**src/gdda_pkg.sv**
```systemverilog
// ----------------------------------------------------------------------------
// gdda_pkg
// Request, result and divider types and fixed constants of the wall caster.
// ----------------------------------------------------------------------------
package gdda_pkg;

    localparam logic REQ_WRITE = 1'b0;
    localparam logic REQ_CAST  = 1'b1;

    localparam logic [2:0] REG_POS_X   = 3'd0;
    localparam logic [2:0] REG_POS_Y   = 3'd1;
    localparam logic [2:0] REG_DIR_X   = 3'd2;
    localparam logic [2:0] REG_DIR_Y   = 3'd3;
    localparam logic [2:0] REG_PLANE_X = 3'd4;
    localparam logic [2:0] REG_PLANE_Y = 3'd5;

    localparam logic [31:0] SAT32 = 32'hFFFF_FFFF;
    localparam int RAY_W   = 26;
    localparam int MUL_A_W = 33;
    localparam int MUL_P_W = 59;

    typedef struct packed {
        logic       req_type;
        logic [4:0] cell_x;
        logic [4:0] cell_y;
        logic [3:0] cell_value;
        logic [9:0] column;
    } req_t;

    typedef struct packed {
        logic [9:0]  screen_column;
        logic        hit_side;
        logic [4:0]  hit_x;
        logic [4:0]  hit_y;
        logic [3:0]  tex_index;
        logic [5:0]  tex_column;
        logic [15:0] line_height;
        logic [8:0]  draw_start;
        logic [8:0]  draw_end;
        logic [31:0] tex_step;
        logic [31:0] tex_start;
        logic        escaped;
    } res_t;

    typedef struct packed {
        logic        start;
        logic [32:0] dividend;
        logic [31:0] divisor;
    } div_req_t;

    typedef struct packed {
        logic        done;
        logic [32:0] quotient;
    } div_rsp_t;

endpackage

```
**src/gdda_div.sv**
```systemverilog
// ----------------------------------------------------------------------------
// gdda_div
// Restoring divider, one quotient bit per cycle, 33-bit dividend.
// ----------------------------------------------------------------------------
module gdda_div (
    input  logic               clk,
    input  logic               rst_n,
    input  gdda_pkg::div_req_t req,
    output gdda_pkg::div_rsp_t rsp
);

    logic [31:0] rem_reg, rem_next;
    logic [32:0] dvd_reg, dvd_next;
    logic [32:0] quo_reg, quo_next;
    logic [31:0] dvs_reg, dvs_next;
    logic [5:0]  cnt_reg, cnt_next;
    logic        busy_reg, busy_next;
    logic        done_reg, done_next;
    logic [32:0] trial;
    logic        fits;

    assign trial = {rem_reg, dvd_reg[32]};
    assign fits  = trial >= {1'b0, dvs_reg};

    always_comb
    begin
        rem_next  = rem_reg;
        dvd_next  = dvd_reg;
        quo_next  = quo_reg;
        dvs_next  = dvs_reg;
        cnt_next  = cnt_reg;
        busy_next = busy_reg;
        done_next = 1'b0;
        if (req.start)
        begin
            rem_next  = '0;
            dvd_next  = req.dividend;
            quo_next  = '0;
            dvs_next  = req.divisor;
            cnt_next  = 6'd33;
            busy_next = 1'b1;
        end
        else if (busy_reg)
        begin
            rem_next = fits ? 32'(trial - {1'b0, dvs_reg}) : trial[31:0];
            dvd_next = {dvd_reg[31:0], 1'b0};
            quo_next = {quo_reg[31:0], fits};
            cnt_next = cnt_reg - 6'd1;
            if (cnt_reg == 6'd1)
            begin
                busy_next = 1'b0;
                done_next = 1'b1;
            end
        end
    end

    always_ff @(posedge clk or negedge rst_n)
    begin
        if (!rst_n)
        begin
            busy_reg <= 1'b0;
            done_reg <= 1'b0;
            cnt_reg  <= '0;
        end
        else
        begin
            busy_reg <= busy_next;
            done_reg <= done_next;
            cnt_reg  <= cnt_next;
        end
    end

    always_ff @(posedge clk)
    begin
        rem_reg <= rem_next;
        dvd_reg <= dvd_next;
        quo_reg <= quo_next;
        dvs_reg <= dvs_next;
    end

    assign rsp.done     = done_reg;
    assign rsp.quotient = quo_reg;

endmodule

```
**config.mk**
```make
export PLATFORM = sky130hd
export DESIGN_NAME = gdda_div
export DESIGN_NICKNAME = d
export VERILOG_FILES = /design/src/gdda_pkg.sv /design/src/gdda_div.sv
export SDC_FILE = /design/constraint.sdc
export NUM_CORES = 1
export LEC_CHECK = 0
export ABC_AREA = 1
export BUFFER_PORTS_ARGS = -buffer_cell sky130_fd_sc_hd__buf_2
export CAP_MARGIN = 20
export CORE_MARGIN = 2
export CORE_UTILIZATION = 27
export DETAILED_ROUTE_END_ITERATION = 8
export PLACE_DENSITY_LB_ADDON = 0.08
export SLEW_MARGIN = 20
export SYNTH_ARGS = -nofsm -noshare
export SYNTH_HDL_FRONTEND = slang
export SYNTH_SLANG_ARGS = --single-unit
```
**constraint.sdc**
```tcl
create_clock -name clk -period 2.05 [get_ports clk]
set_input_delay 0.1025 -clock clk [delete_from_list [all_inputs] [get_ports clk]]
set_output_delay 0.1025 -clock clk [all_outputs]
set_load 0.1 [all_outputs]
```
# ---- Word level (Yosys, flattened, before mapping)
# Cells that the tools add are included.
dict set report totals {
  reg_bits 138
  word_cells 23
  input_bits 68
}
dict set report classes {
  magnitude_cmp 1
  muxes 11
  n_addsub 2
  n_reduce_logical 1
  eq_ne 1
}
# cell count
set ops {}
lappend ops {{$mux 33} 2}
lappend ops {{$ge 33x32->1} 1}
lappend ops {{$mux 32} 1}
lappend ops {{$sub 32x32->32} 1}
lappend ops {{$mux 6} 2}
lappend ops {{$eq 6x1->1 const B} 1}
lappend ops {{$mux 1} 6}
lappend ops {{$sub 6x1->6 const B} 1}
lappend ops {{$reduce_bool 2->1} 1}

# ---- Longest topological paths before layout
# Gate-level depths: netlist of the first run.
dict set report depth {
  depth_word 4
  depth_mapped 17
  mapped_depth_nobuf 16
}

# ---- Worst setup path after synthesis of the first run
# OpenSTA, ideal clock, no wires.
dict set report synth_path {
  path_type {register to register}
  start {register busy_reg}
  end {register dvd_reg[0] (enable)}
  slack_ns -0.079
  arrival_time_ns 1.719
  path_stages_with_launch 4
  cell_sequence {dfrtp_1 > nor2_1 > clkinv_1 > clkbuf_1}
}
dict set report synth_via {
  elab_chain_cells 1
}
# item line_no
set synth_rtl {}
lappend synth_rtl {{start: declaration} gdda_div.sv:17} ;# logic busy_reg, busy_next;
lappend synth_rtl {{start signal: assignment} gdda_div.sv:67} ;# busy_reg <= busy_next;
lappend synth_rtl {{$reduce_bool 2->1 (no line)} n/a}
lappend synth_rtl {{end signal: assignment} gdda_div.sv:76} ;# dvd_reg <= dvd_next;
lappend synth_rtl {{end: declaration} gdda_div.sv:13} ;# logic [32:0] dvd_reg, dvd_next;
# Every way passes these cells.
# A chain may end at the register's enable or synchronous reset.

# ---- Final worst setup path of the first run
dict set report layout_path {
  start {register dvs_reg[22]}
  end {register rem_reg[8]}
}
dict set report layout_via {
  elab_chain_cells 2
}
# item line_no
set layout_rtl {}
lappend layout_rtl {{start: declaration} gdda_div.sv:15} ;# logic [31:0] dvs_reg, dvs_next;
lappend layout_rtl {{start signal: assignment} gdda_div.sv:78} ;# dvs_reg <= dvs_next;
lappend layout_rtl {{$ge 33x32->1} gdda_div.sv:23} ;# assign fits = trial >= {1'b0, dvs_reg};
lappend layout_rtl {{$mux 32} gdda_div.sv:45} ;# rem_next = fits ? 32'(trial - {1'b0, dvs_reg}) : trial[31:0];
lappend layout_rtl {{end signal: assignment} gdda_div.sv:75} ;# rem_reg <= rem_next;
lappend layout_rtl {{end: declaration} gdda_div.sv:12} ;# logic [31:0] rem_reg, rem_next;
# Every way passes these cells.

==> impl_metrics.py, run 1 <==
metrics = {
    "outcome": {
        "status": "finished with violations",
        "violations": "negative setup slack",
    },
    "grt": {
        "grt.busiest_layer": "met2",
        "grt_max_degree": 66,
        "track_usage_pct": 15.84,
        "grt_util_met1_pct": 20.59,
        "overflow": 0,
        "grt_first_pass_wirelength_um": 38550,
        "use_met3_pct": 3.513,
        "grt_pass1_vias": 7594,
        "antenna_found_initial": 0,
        "gr-usage-met2_pct": 26.67,
    },
    "route": {
        "drc_errors": 0,
        "dr.pass1.iters": 5,
        "wl_um": 24180,
        "avgRoutedWirePerCell_um": 13.41,
        "vias": 7566,
        "ant_nets": 0,
        "avgViaCountPerCell": 4.196,
        "drt-initial-drc-count": 279,
    },
    "final_layout": {
        "syn2layout_area_growth_pct": 48.54,
        "fin_util_pct": 40.65,
        "fin_area_mm2": 0.01205,
        "nNetsFinal": 1503,
        "drive_gt1_share_pct": 31.49,
        "diodes": 0,
    },
    "placement": {
        "postPlaceCellArea_mm2": 0.009882,
        "place_hpwl_um": 17500,
        "numPortBuffers": 101,
        "gp_congestion": 0.8225,
        "dp_slack_ns": -0.2008,
    },
    "cts": {
        "clk_pin_slew_ns": 0.08,
        "clkLatencyLatePin_ns": 0.44,
        "cts.sinks": 138,
        "cts_tree": "yes",
        "root_buffer": "clkbuf_16",
        "cts_buffers": 17,
        "cts.path.max_buffers": 2,
        "cts_max_level": 4,
    },
    "floorplan": {
        "pin_count": 102,
        "die_h_um": 177.3,
        "die_area_mm2": 0.03145,
        "rows": 63,
        "initial_core_util_pct": 27.37,
        "die_width_um": 177.3,
        "coreArea_mm2": 0.02964,
    },
    "synthesis": {
        "synthTopCellsByCount": "nand2_1, inv_1, dfxtp_1, edfxtp_1, nand3_1",
        "ys_seq_area_share_pct": 42.57,
        "ys_types": 38,
        "yosys_warnings": 0,
        "synth_area_leaders": "edfxtp_1, nand2_1, dfxtp_1, inv_1, ha_1",
        "yosysTopAreaCellShare_pct": 24.06,
        "synthesis.area_mm2": 0.008112,
        "synth.most_common_cell": "nand2_1",
        "synth_nets": 1207,
        "synthArstFlopShare_pct": 5.797,
        "synth.avg_cell_area_um2": 7.347,
        "post-synth-top-area-cell": "edfxtp_1",
        "ys.flop_type": "edfxtp_1",
        "syn_inst": 1104,
        "synth_edf_count": 65,
        "ys_ff_latch": 138,
    },
    "timing": {
        "max-slew-margin-rel_pct": 66.38,
        "slew_violations": 0,
        "finClkSkew_ns": 0.02274,
        "rsz0062_at_grt": "true",
        "fmax_mhz": 480.6,
        "setup_viol": 13,
        "hold_viol_final": 0,
        "min_period_over_period_pct": 101.5,
        "final.setup.worst_slack_ns": -0.03058,
        "tightest_slew_ns": 0.5078,
        "period_minus_slack_ns": 2.081,
    },
    "pwr": {
        "leakage_nw": 6.174,
        "p_int_w": 0.006151,
        "swShare_pct": 32.98,
        "power_switching_w": 0.003027,
        "combinationalPowerShare_pct": 29.5,
        "power_density_mw_per_mm2": 761.7,
        "peakVddDrop_uv": 524.8,
        "clockPowerShare_pct": 34.4,
        "p_seq_share_pct": 36.2,
    },
    "setup_path": {
        "end_kind": "register",
        "crit_type": "register to register",
        "critPathLaunchType": "register",
        "crit_required_ns": 2.38,
        "cp.arrival_ns": 2.41,
        "crit_fanout": 6,
    },
    "worst_hold_path": {
        "min_path_type": "primary input to asynchronous set/reset pin",
    },
    "flow_run": {
        "drv_cap": 0,
    },
}
## path summary, 6_finish.rpt
path,startpoint,to,slack [ns],cells past startpoint
min,rst_n,cnt_reg[2]$_DFFE_PN0P_,0.04,2
max reg2reg,dvs_reg[22]$_DFFE_PP_,rem_reg[8]$_SDFFE_PP0P_,-0.03,15
max in group asynchronous,rst_n,cnt_reg[1]$_DFFE_PN0P_,1.81,2
max,dvs_reg[22]$_DFFE_PP_,rem_reg[8]$_SDFFE_PP0P_,-0.03,15
min reg2reg,quo_reg[32]$_SDFFE_PP0P_,quo_reg[32]$_SDFFE_PP0P_,0.47,2
min in group clk,req[64],dvd_reg[32]$_DFFE_PP_,0.05,3
## metal layers
metal  part of all wire [%]  up-vias
met2                     47       98
li1                       -     4010
met5                      0        -
met4                   0.99        0
met3                    3.1       14
met1                     48     3444
## worst max-delay path: stages, from the launching register on
cell and delay [ns]:
edfxtp_1 0.38, inv_2 0.08, ha_4 0.20, buf_6 0.13, nand2_2 0.09, nor2_4 0.05
nand2_1 0.06, nand2_1 0.06, nand2_1 0.09, nand3_2 0.09, nor2_4 0.20, buf_6 0.17
clkbuf_16 0.16, nand3b_2 0.08, nand3_2 0.07, nand2_1 0.04
## placed cells by master (no fill, tap or decap), types with 9 or more instances in the layout
| cell type | count |
|---|---|
| nand2_1 | 420 |
| inv_1 | 178 |
| buf_4 | 121 |
| buf_2 | 101 |
| edfxtp_1 | 65 |
| dlygate4sd3_1 | 65 |
| dfxtp_1 | 65 |
| nand3_1 | 40 |
| nand2_2 | 38 |
| nor2_1 | 33 |
| o22ai_1 | 32 |
| ha_4 | 28 |
| inv_2 | 23 |
| nand3_2 | 21 |
| clkbuf_16 | 20 |
| nand3b_2 | 18 |
| nor2_4 | 13 |
| a21oi_1 | 12 |
| xnor2_1 | 10 |
| nand3b_1 | 9 |
| buf_6 | 9 |
## power groups by stage
| stage | Combinational (W) | Sequential [W] | Clock [W] |
|---|---|---|---|
| finish | 0.00270 | 0.00332 | 0.00315 |
| global route | 0.00302 | 0.00335 | 0.00339 |
| CTS | 0.00261 | 0.00332 | 0.00326 |
| detailed placement | 0.00227 | 0.00334 | 0 |
| global placement | 0.00228 | 0.00334 | 0 |
| floorplan | 0.00125 | 0.00339 | 0 |
## timing repair
action	CTS	global route
gates resized for setup	79	74
setup buffers	10	4
pin swaps	7	33
hold buffers	65	0
hold endpoints to repair	72	0
setup endpoints to repair	33	33
cloned	1	2
## logic make-up after synthesis
family | after synthesis | share of synthesized area (%)
buf+inv | 231 | 11.77
compound gates | 59 | 4.165
flops | 138 | 42.57
simple gates | 627 | 34.49
fa+ha+maj | 35 | 5.491
xor+xnor | 14 | 1.512
## stage by stage
stage | std cells | total power (W) | hold WS (ns) | setup TNS [ns]
2_1_floorplan | 1104 | 0.004648 | -0.1931 | 0
3_3_place_gp | 1690 | 0.005617 | -0.03302 | -3.387
3_5_place_dp | 1690 | 0.005611 | -0.02870 | -4.693
4_1_cts | 1798 | 0.009193 | 0.02495 | -0.2663
5_1_grt | 1803 | 0.009755 | 0.02778 | -4.179
6_report | 1803 | 0.009178 | 0.03826 | -0.1077
## layout make-up
| class | instances | area [um2] |
|---|---|---|
| Timing Repair Buffer | 306 | 2379 |
| Sequential cell | 138 | 3453 |
| Inverter | 202 | 758.2 |
| Tap cell | 390 | 488.0 |
| Clock buffer | 19 | 464.2 |
| Clock inverter | 13 | 116.4 |
| Fill cell | 3147 | 17590 |
| Multi-Input combinational cell | 735 | 4390 |
(Power assumes the default switching activity.)
==> run 2, diff against run 1 <==
- CTS_BUF_LIST: unset -> sky130_fd_sc_hd__clkbuf_2 sky130_fd_sc_hd__clkbuf_4 sky130_fd_sc_hd__clkbuf_8
==> impl_metrics.py, run 2 (synthesized netlist as in run 1, its figures left out) <==
metrics = {
    "timing": {
        "setup_viol": 22,
        "period_minus_slack_ns": 2.110,
        "slew_violations": 0,
        "max-slew-margin-rel_pct": 66.54,
        "fmax_mhz": 474.0,
        "final.setup.worst_slack_ns": -0.05956,
        "fin_setup_tns_ns": -0.6761,
        "rsz0062_at_grt": "true",
        "finClkSkew_ns": 0.03681,
        "hold_ws_ns": 0.01800,
        "min_period_over_period_pct": 102.9,
        "tightest_slew_ns": 0.5054,
        "hold_viol_final": 0,
    },
    "setup_path": {
        "end_kind": "register",
        "critPathTopFamily": "simple AND/OR/NAND/NOR gates",
        "crit_slowest_cell": "edfxtp_1",
        "cp.arrival_ns": 2.47,
        "cpPeakStageDelay_ns": 0.40,
        "critPathBufInv": 3,
        "path_cells": "inv_2 -> ha_4 -> a21oi_2 -> nor2_1 -> nor3_2 -> nand3_2 -> nor2_4 -> buf_4 -> buf_12 -> nand3b_2 -> nand3_1 -> nand2_1",
        "crit_required_ns": 2.41,
        "crit_type": "register to register",
        "crit_fanout": 11,
        "critPathLaunchType": "register",
    },
    "cts": {
        "root_buffer": "clkbuf_8",
        "clkLatencyLatePin_ns": 0.49,
        "clk_pin_slew_ns": 0.12,
        "cts_tree": "yes",
        "cts.path.max_buffers": 2,
        "cts_buffers": 17,
        "cts_max_level": 4,
        "cts.sinks": 138,
    },
    "pwr": {
        "p_int_w": 0.005545,
        "combinationalPowerShare_pct": 33.0,
        "power_density_mw_per_mm2": 717.2,
        "peakVddDrop_uv": 416.6,
        "power_switching_w": 0.002974,
        "finalPower_w": 0.008519,
        "p_seq_share_pct": 39.1,
        "swShare_pct": 34.91,
        "leakage_nw": 6.093,
        "clockPowerShare_pct": 27.9,
    },
    "route": {
        "drt-initial-drc-count": 308,
        "ant_nets": 0,
        "drc_errors": 0,
        "wl_um": 24200,
        "vias": 7594,
        "avgViaCountPerCell": 4.214,
        "dr.pass1.iters": 4,
        "avgRoutedWirePerCell_um": 13.43,
    },
    "floorplan": {
        "initial_core_util_pct": 27.37,
        "die_h_um": 177.3,
        "die_area_mm2": 0.03145,
        "rows": 63,
        "die_width_um": 177.3,
        "pin_count": 102,
        "coreArea_mm2": 0.02964,
    },
    "grt": {
        "grt_pass1_vias": 7499,
        "antenna_found_initial": 0,
        "track_usage_pct": 15.54,
        "grt_max_degree": 66,
        "overflow": 0,
        "grt_first_pass_wirelength_um": 37860,
    },
    "final_layout": {
        "multi_input_area_mm2": 0.004452,
        "final_common_cell": "nand2_1",
        "nNetsFinal": 1502,
        "syn2layout_area_growth_pct": 46.44,
        "diodes": 0,
        "drive_gt1_share_pct": 32.37,
        "n_fill_cell": 3176,
        "register_area_mm2": 0.003455,
        "layout_common_cells": "nand2_1, inv_1, buf_4",
    },
    "placement": {
        "place_hpwl_um": 17500,
        "dp_slack_ns": -0.2008,
        "numPortBuffers": 101,
        "gp_congestion": 0.8225,
    },
    "outcome": {
        "status": "finished with violations",
        "violations": "negative setup slack",
    },
    "flow_run": {
        "drv_cap": 0,
    },
    "worst_hold_path": {
        "min_path_type": "primary input to register",
    },
}
## run 2: cell count changes in the layout (fill, tap and decap cells not counted), moves of 5 or more
cell / before / now
nor2_2: 5 / 10
clkbuf_16: 20 / 2
nand3_2: 21 / 14
nand2_4: 8 / 13
nand2_1: 420 / 410
clkbuf_8: 1 / 18
nand3_1: 40 / 47
nand2_2: 38 / 43
## run 2: final timing paths
kind                                             to  depth (start not counted)                     start  slack, ns
hold / removal                dvd_reg[32]$_DFFE_PP_                          3                   req[64]       0.02
min in group asynchronous    cnt_reg[2]$_DFFE_PN0P_                          3                     rst_n       0.60
setup reg to reg           rem_reg[19]$_SDFFE_PP0P_                         12     dvs_reg[30]$_DFFE_PP_      -0.06
max in group asynchronous    cnt_reg[1]$_DFFE_PN0P_                          3                     rst_n       1.13
hold reg to reg            quo_reg[32]$_SDFFE_PP0P_                          2  quo_reg[32]$_SDFFE_PP0P_       0.48
setup / recovery           rem_reg[19]$_SDFFE_PP0P_                         12     dvs_reg[30]$_DFFE_PP_      -0.06
## run 2: worst min-delay path, stage by stage
cell     delay (ns)
buf_2          0.09
nand2_1        0.06
nand2_1        0.10
## run 2: layer usage
layer  vias up  wire length [um]  GRT usage [%]
met4         0               367          4.269
met1      3436             11490          20.25
met2       123             11400          25.96
li1       4012                 -              -
met3        23               943          3.320
met5         -                 0              0
## run 2: power by group through the flow
stage	Clock [W]	Sequential, W	Combinational, W
3_5_place_dp	0	0.00334	0.00227
2_1_floorplan	0	0.00339	0.00125
3_3_place_gp	0	0.00334	0.00228
4_1_cts	0.00250	0.00329	0.00250
5_1_grt	0.00262	0.00336	0.00312
6_report	0.00238	0.00333	0.00281
## run 2: layout make-up
type                            count  area share [%]
Clock inverter                     14           1.232
Tap cell                          390           4.108
Inverter                          202           6.383
Multi-Input combinational cell    735           37.48
Timing Repair Buffer              305           19.63
Sequential cell                   138           29.08
Clock buffer                       18           2.086
## run 2: repair_timing
| action | 4_1_cts | 5_1_grt |
|---|---|---|
| pin swaps | 8 | 16 |
| setup endpoints to repair | 33 | 33 |
| buffers inserted | 2 | 10 |
| gates cloned | 0 | 2 |
| hold endpoints to repair | 72 | 0 |
| resized for setup | 55 | 111 |
| hold buffers | 66 | 0 |
## run 2: through the flow
stage	utilization (%)	instance area [um2]	std cells
2_1_floorplan	-	8113	1104
3_3_place_gp	33.34	9882	1690
3_5_place_dp	33.34	9882	1690
4_1_cts	38.15	11310	1790
5_1_grt	40.08	11880	1802
6_report	40.08	11880	1802
